`config.mk`:
```
export PLATFORM = sky130hd
export DESIGN_NAME = fixed_capacity_multiset_store
export DESIGN_NICKNAME = d
export VERILOG_FILES = /design/src/hw/rtl/fcms_pkg.sv /design/src/hw/rtl/fcms_mem.sv /design/src/hw/rtl/fcms_ctrl.sv /design/src/hw/rtl/fixed_capacity_multiset_store.sv
export SDC_FILE = /design/constraint.sdc
export NUM_CORES = 1
export LEC_CHECK = 0
export BUFFER_PORTS_ARGS = -buffer_cell sky130_fd_sc_hd__buf_2
export CORE_MARGIN = 5
export CORE_UTILIZATION = 65
export CTS_BUF_LIST = sky130_fd_sc_hd__clkbuf_8
export CTS_CLUSTER_DIAMETER = 50
export DETAILED_ROUTE_END_ITERATION = 6
export PLACE_DENSITY = 0.89
export SLEW_MARGIN = 25
export SYNTH_ARGS = -nofsm -noshare
export SYNTH_HDL_FRONTEND = slang
export SYNTH_SLANG_ARGS = --single-unit
```
`constraint.sdc`:
```
create_clock -name clk_i -period 4.4 [get_ports clk_i]
set_input_delay 0.44 -clock clk_i [delete_from_list [all_inputs] [get_ports clk_i]]
set_output_delay 0.44 -clock clk_i [all_outputs]
set_load 0.005 [all_outputs]
```
`src/hw/rtl/fcms_pkg.sv`:
```
// ----------------------------------------------------------------------------
// fcms_pkg
// Shared types and constants of the fixed capacity multiset store: request
// codes, sequencer states and the result record.
// ----------------------------------------------------------------------------
`default_nettype none

package fcms_pkg;

  // default geometry
  localparam int unsigned CapacityDef  = 16;
  localparam int unsigned ItemWidthDef = 32;

  // fixed port widths
  localparam int unsigned OpW      = 3;
  localparam int unsigned ItemPortW = 32;
  localparam int unsigned FieldW   = 5;

  // request codes
  typedef enum logic [OpW-1:0] {
    OP_ADD      = 3'd0,
    OP_REMOVE   = 3'd1,
    OP_CONTAINS = 3'd2,
    OP_COUNT    = 3'd3,
    OP_CLEAR    = 3'd4
  } op_e;

  // sequencer states
  typedef enum logic [1:0] {
    ST_IDLE = 2'd0,
    ST_LAST = 2'd1,
    ST_SCAN = 2'd2,
    ST_DONE = 2'd3
  } st_e;

  // one result record
  typedef struct packed {
    logic              ok;
    logic [FieldW-1:0] frequency;
    logic [FieldW-1:0] size;
    logic              empty_res;
    logic              full_res;
  } res_t;

endpackage

`default_nettype wire

```
`src/hw/rtl/fcms_mem.sv`:
```
// ----------------------------------------------------------------------------
// fcms_mem
// Entry storage: one write port, one read port, registered read data.
// ----------------------------------------------------------------------------
`default_nettype none

module fcms_mem import fcms_pkg::*; #(
  parameter int unsigned DEPTH = CapacityDef,
  parameter int unsigned WIDTH = ItemWidthDef
) (
  input  wire logic                                    clk_i,
  input  wire logic                                    we_i,
  input  wire logic [((DEPTH > 1) ? $clog2(DEPTH) : 1)-1:0] waddr_i,
  input  wire logic [WIDTH-1:0]                        wdata_i,
  input  wire logic                                    re_i,
  input  wire logic [((DEPTH > 1) ? $clog2(DEPTH) : 1)-1:0] raddr_i,
  output logic      [WIDTH-1:0]                        rdata_o
);

  logic [WIDTH-1:0] mem_q [DEPTH];

  // write port
  always_ff @(posedge clk_i) begin
    if (we_i) begin
      mem_q[waddr_i] <= wdata_i;
    end
  end

  // read port, registered read data
  always_ff @(posedge clk_i) begin
    if (re_i) begin
      rdata_o <= mem_q[raddr_i];
    end
  end

endmodule

`default_nettype wire

```
`src/hw/rtl/fcms_ctrl.sv`:
```
// ----------------------------------------------------------------------------
// fcms_ctrl
// Request sequencer: holds the fill count, scans the entry memory with one
// read per cycle, and does the write-back for add and remove.
// ----------------------------------------------------------------------------
`default_nettype none

module fcms_ctrl import fcms_pkg::*; #(
  parameter int unsigned CAPACITY   = CapacityDef,
  parameter int unsigned ITEM_WIDTH = ItemWidthDef,
  localparam int unsigned CntW  = $clog2(CAPACITY + 1),
  localparam int unsigned AddrW = (CAPACITY > 1) ? $clog2(CAPACITY) : 1
) (
  input  wire logic                  clk_i,
  input  wire logic                  rst_ni,
  // request side
  input  wire logic                  in_valid_i,
  output logic                       in_stall_o,
  input  wire logic [OpW-1:0]        op_i,
  input  wire logic [ItemPortW-1:0]  item_i,
  // memory port
  output logic                       mem_we_o,
  output logic      [AddrW-1:0]      mem_waddr_o,
  output logic      [ITEM_WIDTH-1:0] mem_wdata_o,
  output logic                       mem_re_o,
  output logic      [AddrW-1:0]      mem_raddr_o,
  input  wire logic [ITEM_WIDTH-1:0] mem_rdata_i,
  // result side
  output logic                       res_valid_o,
  input  wire logic                  res_free_i,
  output res_t                       res_o
);

  st_e                   st_q, st_d;
  logic [OpW-1:0]        op_q, op_d;
  logic [ITEM_WIDTH-1:0] key_q, key_d;
  logic [CntW-1:0]       cnt_q, cnt_d;
  logic [CntW-1:0]       iss_q, iss_d;
  logic                  pend_q, pend_d;
  logic [AddrW-1:0]      pidx_q, pidx_d;
  logic [ITEM_WIDTH-1:0] last_q, last_d;
  logic                  last_pend_q, last_pend_d;
  logic [AddrW-1:0]      hit_q, hit_d;
  logic                  found_q, found_d;
  logic [CntW-1:0]       freq_q, freq_d;

  logic [ITEM_WIDTH+ItemPortW-1:0] item_ext;
  logic [CntW-1:0]       last_idx;
  logic [CntW-1:0]       cnt_next;
  logic [CntW+FieldW-1:0] size_ext;
  logic [CntW+FieldW-1:0] freq_ext;
  logic                  is_full;
  logic                  is_empty;
  logic                  match;
  logic                  issue;
  logic                  finish;

  // request item limited to the entry width
  assign item_ext = {{ITEM_WIDTH{1'b0}}, item_i};

  assign last_idx = cnt_q - 1'b1;
  assign is_full  = (cnt_q == CntW'(CAPACITY));
  assign is_empty = (cnt_q == '0);
  assign match    = pend_q && (mem_rdata_i == key_q);
  assign issue    = (st_q == ST_SCAN) && (iss_q != cnt_q);
  assign finish   = (st_q == ST_DONE) && res_free_i;

  // fill count after the current request
  always_comb begin
    cnt_next = cnt_q;
    case (op_q)
      OP_ADD: begin
        if (!is_full) begin
          cnt_next = cnt_q + 1'b1;
        end
      end
      OP_REMOVE: begin
        if (found_q) begin
          cnt_next = cnt_q - 1'b1;
        end
      end
      OP_CLEAR: begin
        cnt_next = '0;
      end
      default: begin
        cnt_next = cnt_q;
      end
    endcase
  end

  // next state
  always_comb begin
    st_d = st_q;
    case (st_q)
      ST_IDLE: begin
        if (in_valid_i) begin
          case (op_i)
            OP_REMOVE: st_d = is_empty ? ST_DONE : ST_LAST;
            OP_CONTAINS,
            OP_COUNT:  st_d = is_empty ? ST_DONE : ST_SCAN;
            default:   st_d = ST_DONE;
          endcase
        end
      end
      ST_LAST: begin
        st_d = ST_SCAN;
      end
      ST_SCAN: begin
        if ((match && (op_q == OP_REMOVE)) || (pend_q && (iss_q == cnt_q))) begin
          st_d = ST_DONE;
        end
      end
      ST_DONE: begin
        if (res_free_i) begin
          st_d = ST_IDLE;
        end
      end
      default: begin
        st_d = ST_IDLE;
      end
    endcase
  end

  // memory accesses and result
  always_comb begin
    mem_re_o    = 1'b0;
    mem_raddr_o = iss_q[AddrW-1:0];
    mem_we_o    = 1'b0;
    mem_waddr_o = cnt_q[AddrW-1:0];
    mem_wdata_o = key_q;
    case (st_q)
      ST_LAST: begin
        mem_re_o    = 1'b1;
        mem_raddr_o = last_idx[AddrW-1:0];
      end
      ST_SCAN: begin
        mem_re_o = issue;
      end
      ST_DONE: begin
        if (res_free_i && (op_q == OP_ADD) && !is_full) begin
          mem_we_o = 1'b1;
        end
        if (res_free_i && (op_q == OP_REMOVE) && found_q) begin
          mem_we_o    = 1'b1;
          mem_waddr_o = hit_q;
          mem_wdata_o = last_q;
        end
      end
      default: begin
        mem_re_o = 1'b0;
      end
    endcase
  end

  assign in_stall_o  = (st_q != ST_IDLE);
  assign res_valid_o = (st_q == ST_DONE);

  // status fields are the low bits of the counts
  assign size_ext = {{FieldW{1'b0}}, cnt_next};
  assign freq_ext = {{FieldW{1'b0}}, freq_q};

  always_comb begin
    res_o.size      = size_ext[FieldW-1:0];
    res_o.empty_res = (cnt_next == '0);
    res_o.full_res  = (cnt_next == CntW'(CAPACITY));
    res_o.frequency = '0;
    res_o.ok        = 1'b0;
    case (op_q)
      OP_ADD:      res_o.ok = !is_full;
      OP_REMOVE:   res_o.ok = found_q;
      OP_CONTAINS: res_o.ok = found_q;
      OP_COUNT:    res_o.frequency = freq_ext[FieldW-1:0];
      OP_CLEAR:    res_o.ok = 1'b1;
      default:     res_o.ok = 1'b0;
    endcase
  end

  // scan bookkeeping
  always_comb begin
    op_d        = op_q;
    key_d       = key_q;
    iss_d       = iss_q;
    pend_d      = pend_q;
    pidx_d      = pidx_q;
    last_d      = last_q;
    last_pend_d = last_pend_q;
    hit_d       = hit_q;
    found_d     = found_q;
    freq_d      = freq_q;
    cnt_d       = cnt_q;
    case (st_q)
      ST_IDLE: begin
        if (in_valid_i) begin
          op_d        = op_i;
          key_d       = item_ext[ITEM_WIDTH-1:0];
          iss_d       = '0;
          pend_d      = 1'b0;
          last_pend_d = 1'b0;
          found_d     = 1'b0;
          freq_d      = '0;
        end
      end
      ST_LAST: begin
        last_pend_d = 1'b1;
      end
      ST_SCAN: begin
        // capture the last entry for the remove move
        last_pend_d = 1'b0;
        if (last_pend_q) begin
          last_d = mem_rdata_i;
        end
        pend_d = issue;
        pidx_d = iss_q[AddrW-1:0];
        if (issue) begin
          iss_d = iss_q + 1'b1;
        end
        if (match) begin
          found_d = 1'b1;
          freq_d  = freq_q + 1'b1;
          if (!found_q) begin
            hit_d = pidx_q;
          end
        end
      end
      ST_DONE: begin
        if (finish) begin
          cnt_d = cnt_next;
        end
      end
      default: begin
        cnt_d = cnt_q;
      end
    endcase
  end

  // control registers
  always_ff @(posedge clk_i or negedge rst_ni) begin
    if (!rst_ni) begin
      st_q        <= ST_IDLE;
      cnt_q       <= '0;
      pend_q      <= 1'b0;
      last_pend_q <= 1'b0;
      found_q     <= 1'b0;
      iss_q       <= '0;
      freq_q      <= '0;
    end else begin
      st_q        <= st_d;
      cnt_q       <= cnt_d;
      pend_q      <= pend_d;
      last_pend_q <= last_pend_d;
      found_q     <= found_d;
      iss_q       <= iss_d;
      freq_q      <= freq_d;
    end
  end

  // payload registers
  always_ff @(posedge clk_i) begin
    op_q   <= op_d;
    key_q  <= key_d;
    pidx_q <= pidx_d;
    last_q <= last_d;
    hit_q  <= hit_d;
  end

endmodule

`default_nettype wire

```
`src/hw/rtl/fixed_capacity_multiset_store.sv`:
```
// ----------------------------------------------------------------------------
// fixed_capacity_multiset_store
// Bounded unordered multiset of items with add, remove, contains, count and
// clear requests, each answered by one result with size, empty and full.
// ----------------------------------------------------------------------------
// One request is handled at a time. Add, clear and unused codes go straight
// to the result. On a non-empty store contains and count scan all N entries,
// and remove reads the last entry and then scans at most N entries, where N
// is the number of entries held: the entry memory has a single read port, so
// the scan reads one entry per cycle, and remove stops at the first match.
// The result sits in an output register, so the next request is taken the
// cycle after the result is produced, even while it is still stalled.
`default_nettype none

module fixed_capacity_multiset_store import fcms_pkg::*; #(
  parameter int unsigned CAPACITY   = CapacityDef,
  parameter int unsigned ITEM_WIDTH = ItemWidthDef
) (
  input  wire logic                 clk_i,
  input  wire logic                 rst_ni,
  // request channel
  input  wire logic                 in_valid_i,
  output logic                      in_stall_o,
  input  wire logic [OpW-1:0]       op_i,
  input  wire logic [ItemPortW-1:0] item_i,
  // result channel
  output logic                      out_valid_o,
  input  wire logic                 out_stall_i,
  output logic                      ok_o,
  output logic      [FieldW-1:0]    frequency_o,
  output logic      [FieldW-1:0]    size_o,
  output logic                      empty_res_o,
  output logic                      full_res_o
);

  localparam int unsigned AddrW = (CAPACITY > 1) ? $clog2(CAPACITY) : 1;

  logic                  mem_we;
  logic [AddrW-1:0]      mem_waddr;
  logic [ITEM_WIDTH-1:0] mem_wdata;
  logic                  mem_re;
  logic [AddrW-1:0]      mem_raddr;
  logic [ITEM_WIDTH-1:0] mem_rdata;
  logic                  res_valid;
  logic                  res_free;
  res_t                  res;
  logic                  out_valid_q, out_valid_d;
  res_t                  out_q;

  // sequencer
  fcms_ctrl #(
    .CAPACITY   (CAPACITY),
    .ITEM_WIDTH (ITEM_WIDTH)
  ) u_ctrl (
    .clk_i       (clk_i),
    .rst_ni      (rst_ni),
    .in_valid_i  (in_valid_i),
    .in_stall_o  (in_stall_o),
    .op_i        (op_i),
    .item_i      (item_i),
    .mem_we_o    (mem_we),
    .mem_waddr_o (mem_waddr),
    .mem_wdata_o (mem_wdata),
    .mem_re_o    (mem_re),
    .mem_raddr_o (mem_raddr),
    .mem_rdata_i (mem_rdata),
    .res_valid_o (res_valid),
    .res_free_i  (res_free),
    .res_o       (res)
  );

  // entry storage
  fcms_mem #(
    .DEPTH (CAPACITY),
    .WIDTH (ITEM_WIDTH)
  ) u_mem (
    .clk_i   (clk_i),
    .we_i    (mem_we),
    .waddr_i (mem_waddr),
    .wdata_i (mem_wdata),
    .re_i    (mem_re),
    .raddr_i (mem_raddr),
    .rdata_o (mem_rdata)
  );

  // output register
  assign res_free = !out_valid_q || !out_stall_i;

  always_comb begin
    out_valid_d = out_valid_q;
    if (res_valid && res_free) begin
      out_valid_d = 1'b1;
    end else if (!out_stall_i) begin
      out_valid_d = 1'b0;
    end
  end

  always_ff @(posedge clk_i or negedge rst_ni) begin
    if (!rst_ni) begin
      out_valid_q <= 1'b0;
    end else begin
      out_valid_q <= out_valid_d;
    end
  end

  always_ff @(posedge clk_i) begin
    if (res_valid && res_free) begin
      out_q <= res;
    end
  end

  assign out_valid_o = out_valid_q;
  assign ok_o        = out_q.ok;
  assign frequency_o = out_q.frequency;
  assign size_o      = out_q.size;
  assign empty_res_o = out_q.empty_res;
  assign full_res_o  = out_q.full_res;

endmodule

`default_nettype wire

```
==> impl_metrics.yaml <==
logic_synthesis:
  syn_area_per_cell_um2: 20.1
  ys.flop_type: "edfxtp_1"
  synth_cells: 1283
  ys_warn_count: 0
  yosys.area.top_type: "edfxtp_1"
  synth_area_leaders: "edfxtp_1 73%, mux4_2 11%, dfrtp_1 2.0%"
  ys_top_cells_by_count: "632 x edfxtp_1, 128 x mux4_2, 45 x a21oi_1, 39 x mux2i_1, 36 x xnor2_1"
  yosysTopAreaCellShare_pct: 73.5
  synth-seq-cells: 653
  synth_most_common_cell: "edfxtp_1"
  synth_nets: 1332
  netlist_area_um2: 25800
  synth_edf_count: 632
  ys_types: 64
  ys_seq_area_share_pct: 75.5
  synthArstFlopShare_pct: 3.22
critical_path:
  cp_num_buf_inv: 2
  crit_path_max_incr_delay_ns: 0.71
  slowest_stage: "nor2_4"
  worstPathCellList: "nor3b_1 -> nand4_1 -> buf_4 -> nor3b_1 -> o21ai_1 -> nor2_4 -> buf_12"
  path_common_cell: "nor3b_1"
  crit_fanout: 30
  cp_top_family: "simple AND/OR/NAND/NOR gates"
  path_class: "flop to flop"
  critPathRequiredTime_ns: 4.76
  cp-end-kind: "flop"
  critPathArrivalTime_ns: 3.87
  crit_path_start_kind: "flop"
min_path:
  hp-class: "primary input to flop"
clock_tree:
  clock_sinks: 653
  post_cts_buffers: 0
  ctsResizeCount: 0
  htree_num_levels: 3
  cts_buffer_depth: 3
  cts-root-buf: "clkbuf_8"
  cts.reportedPaths.clkPinSlew_ns: 0.06
  cts-buffers-inserted: 98
  cts_tree: "done"
  hold_buffers: 34
  insertion_delay_ns: 0.69
die:
  core_area_um2: 39500
  die_y_um: 209
  dieArea_um2: 43800
  initial_utilization_pct: 65.3
  pin_count: 54
  die_w_um: 209
  num_rows: 73
power_and_ir_drop:
  combPwrFrac_pct: 32.5
  irDropWorstVdd_v: 0.000665
  p_switching_mw: 6.09
  leakage_nw: 9.49
  netSwitchingFraction_pct: 32.6
  p_int_mw: 12.6
  p_clk_share_pct: 24.1
  powerDensity_nw_per_um2: 641
  sequentialPowerShare_pct: 43.3
grt:
  grt_max_degree: 97
  grt_pass1_wl_mm: 87.3
  track_usage_pct: 26.7
  grt_overflow_total: 0
  antenna_found_initial: 0
  grt_pass1_vias: 13966
routing:
  antenna_left: 0
  drt_drc_violations_left: 0
  avgRoutedWirePerCell_um: 28.4
  drtPass1Iterations: 5
  vias_per_cell: 6.67
  vias: 13625
  drt_iter0_markers: 1737
  drt_wl_total_mm: 58.1
sta:
  relSlewSlack_pct: 28.6
  max_freq_mhz: 285
  hold_violations: 0
  fin_crit_sh_pct: 79.7
  setup-violations-final: 0
  final_max_slew_viol_count: 0
  worstMarginPinSlew_ns: 1.07
  rsz0062_at_grt: "false"
  setup-tns-final_ns: 0
  layout_min_cycle_time_ns: 3.51
  skew_ns: 0.0481
cells_and_area:
  fill_cells: 2067
  drive_above_1_share_pct: 24.0
  nets: 1488
  final_area_um2: 29100
  synthToLayoutAreaGrowth_pct: 12.7
status:
  status: "finished clean"
placed_design:
  gp_congestion: 0.804
  dp.final_hpwl_mm: 32.0
  place_area_um2: 27000
  io_buffers: 53
run:
  maxCapViolCount: 0
[layer usage]
layer  GRT usage [%]  part of all wire (%)  up-vias
li1                -                     -     5579
met1            36.7                    36     6977
met2            43.3                    50      936
met3            5.64                    10      133
met4            10.3                   3.3        0
met5               0                     0        -
[worst reg2reg max path, delay by kind of cell, from the launching register on]
kind | cells | cell delay (ns)
flops | 1 | 0.66
simple gates | 4 | 1.62
buf+inv | 2 | 0.59
compound gates | 1 | 0.35
[final timing paths]
check                                       from                  to  slack (ns)  cells past startpoint
worst max-delay path              u_ctrl.op_q[0]  u_mem.mem_q[7][17]        0.89                      7
worst min-delay path                  item_i[16]    u_ctrl.key_q[16]        0.02                      1
worst max register to register    u_ctrl.op_q[0]  u_mem.mem_q[7][17]        0.89                      7
worst min register to register  u_ctrl.pidx_q[2]     u_ctrl.hit_q[2]        0.43                      0
max in group asynchronous                 rst_ni    u_ctrl.freq_q[4]        3.74                      2
min in group asynchronous                 rst_ni     u_ctrl.cnt_q[0]        0.31                      2
[stage by stage]
step,power [mW],hold WS [ns],util (%),setup WS [ns],std cells
5_1_grt,19.5,0.00109,73.6,0.786,2043
6_report,18.7,0.0164,73.6,0.895,2044
4_1_cts,18.6,0.00170,73.6,0.977,2043
3_5_place_dp,14.2,0.413,68.3,0.980,1830
3_3_place_gp,13.9,0.406,68.3,1.11,1830
2_1_floorplan,12.5,0.144,-,1.01,1283
[logic make-up after synthesis]
family	synth area share, %
xor gates and xnor gates	1.39
buffers and inverters	1.65
DFF	75.5
adders and majority gates	0.484
and+or+nand+nor	3.46
muxes	14.2
AOI/OAI and AO/OA	3.38
[power by group through the flow]
stage          Clock [mW]  Sequential (mW)  Combinational, mW
3_3_place_gp            0             8.16               5.76
6_report             4.51             8.09               6.08
4_1_cts              4.52             8.07               6.04
5_1_grt              4.86             8.13               6.48
3_5_place_dp            0             8.20               5.99
2_1_floorplan           0             8.03               4.50
[area by class of cell]
| cell class | count | area (um2) | area share [%] |
|---|---|---|---|
| multi-input combinational | 549 | 6090 | 20.9 |
| timing repair buffer | 120 | 1040 | 3.57 |
| sequential | 653 | 19500 | 67.0 |
| clock buffer | 102 | 1400 | 4.82 |
| tap | 525 | 657 | 2.26 |
| inverter | 17 | 63.8 | 0.219 |
| antenna | 1 | 2.50 | 0.00859 |
| clock inverter | 77 | 359 | 1.23 |
[state kept, by name, summed over array words and instances, names as in the netlist, 3 cells and up]
register       count
u_mem.rdata_o     32
u_ctrl.key_q      32
u_ctrl.pidx_q      4
u_ctrl.iss_q       5
u_ctrl.last_q     32
u_mem.mem_q      512
u_ctrl.cnt_q       5
u_ctrl.hit_q       4
u_ctrl.op_q        3
frequency_o        5
size_o             5
u_ctrl.freq_q      5
[cells in the final DEF (no fill, tap or decap), drive strengths merged, types with 2 or more instances in the layout]
| cell type | instances |
|---|---|
| clkinvlp | 2 |
| xor2 | 5 |
| a21oi | 46 |
| nand3b | 2 |
| nand3 | 18 |
| o211ai | 6 |
| nor3 | 10 |
| nand4 | 13 |
| nor3b | 7 |
| or3 | 3 |
| nand2 | 19 |
| a22oi | 2 |
| o21ai | 22 |
| buf | 86 |
| mux2 | 34 |
| nor4 | 2 |
| dlygate4sd3 | 34 |
| and3b | 2 |
| clkbuf | 102 |
| xnor2 | 36 |
| nor2b | 35 |
| a21o | 5 |
| nor2 | 33 |
| a211o | 2 |
| mux2i | 39 |
| and3 | 2 |
| mux4 | 128 |
| and2 | 6 |
| edfxtp | 632 |
| a211oi | 33 |
| ha | 10 |
| dfrtp | 21 |
| a31oi | 5 |
| clkinv | 32 |
| nand2b | 4 |
| inv | 59 |
No activity file was read; power rests on OpenSTA's default activity.
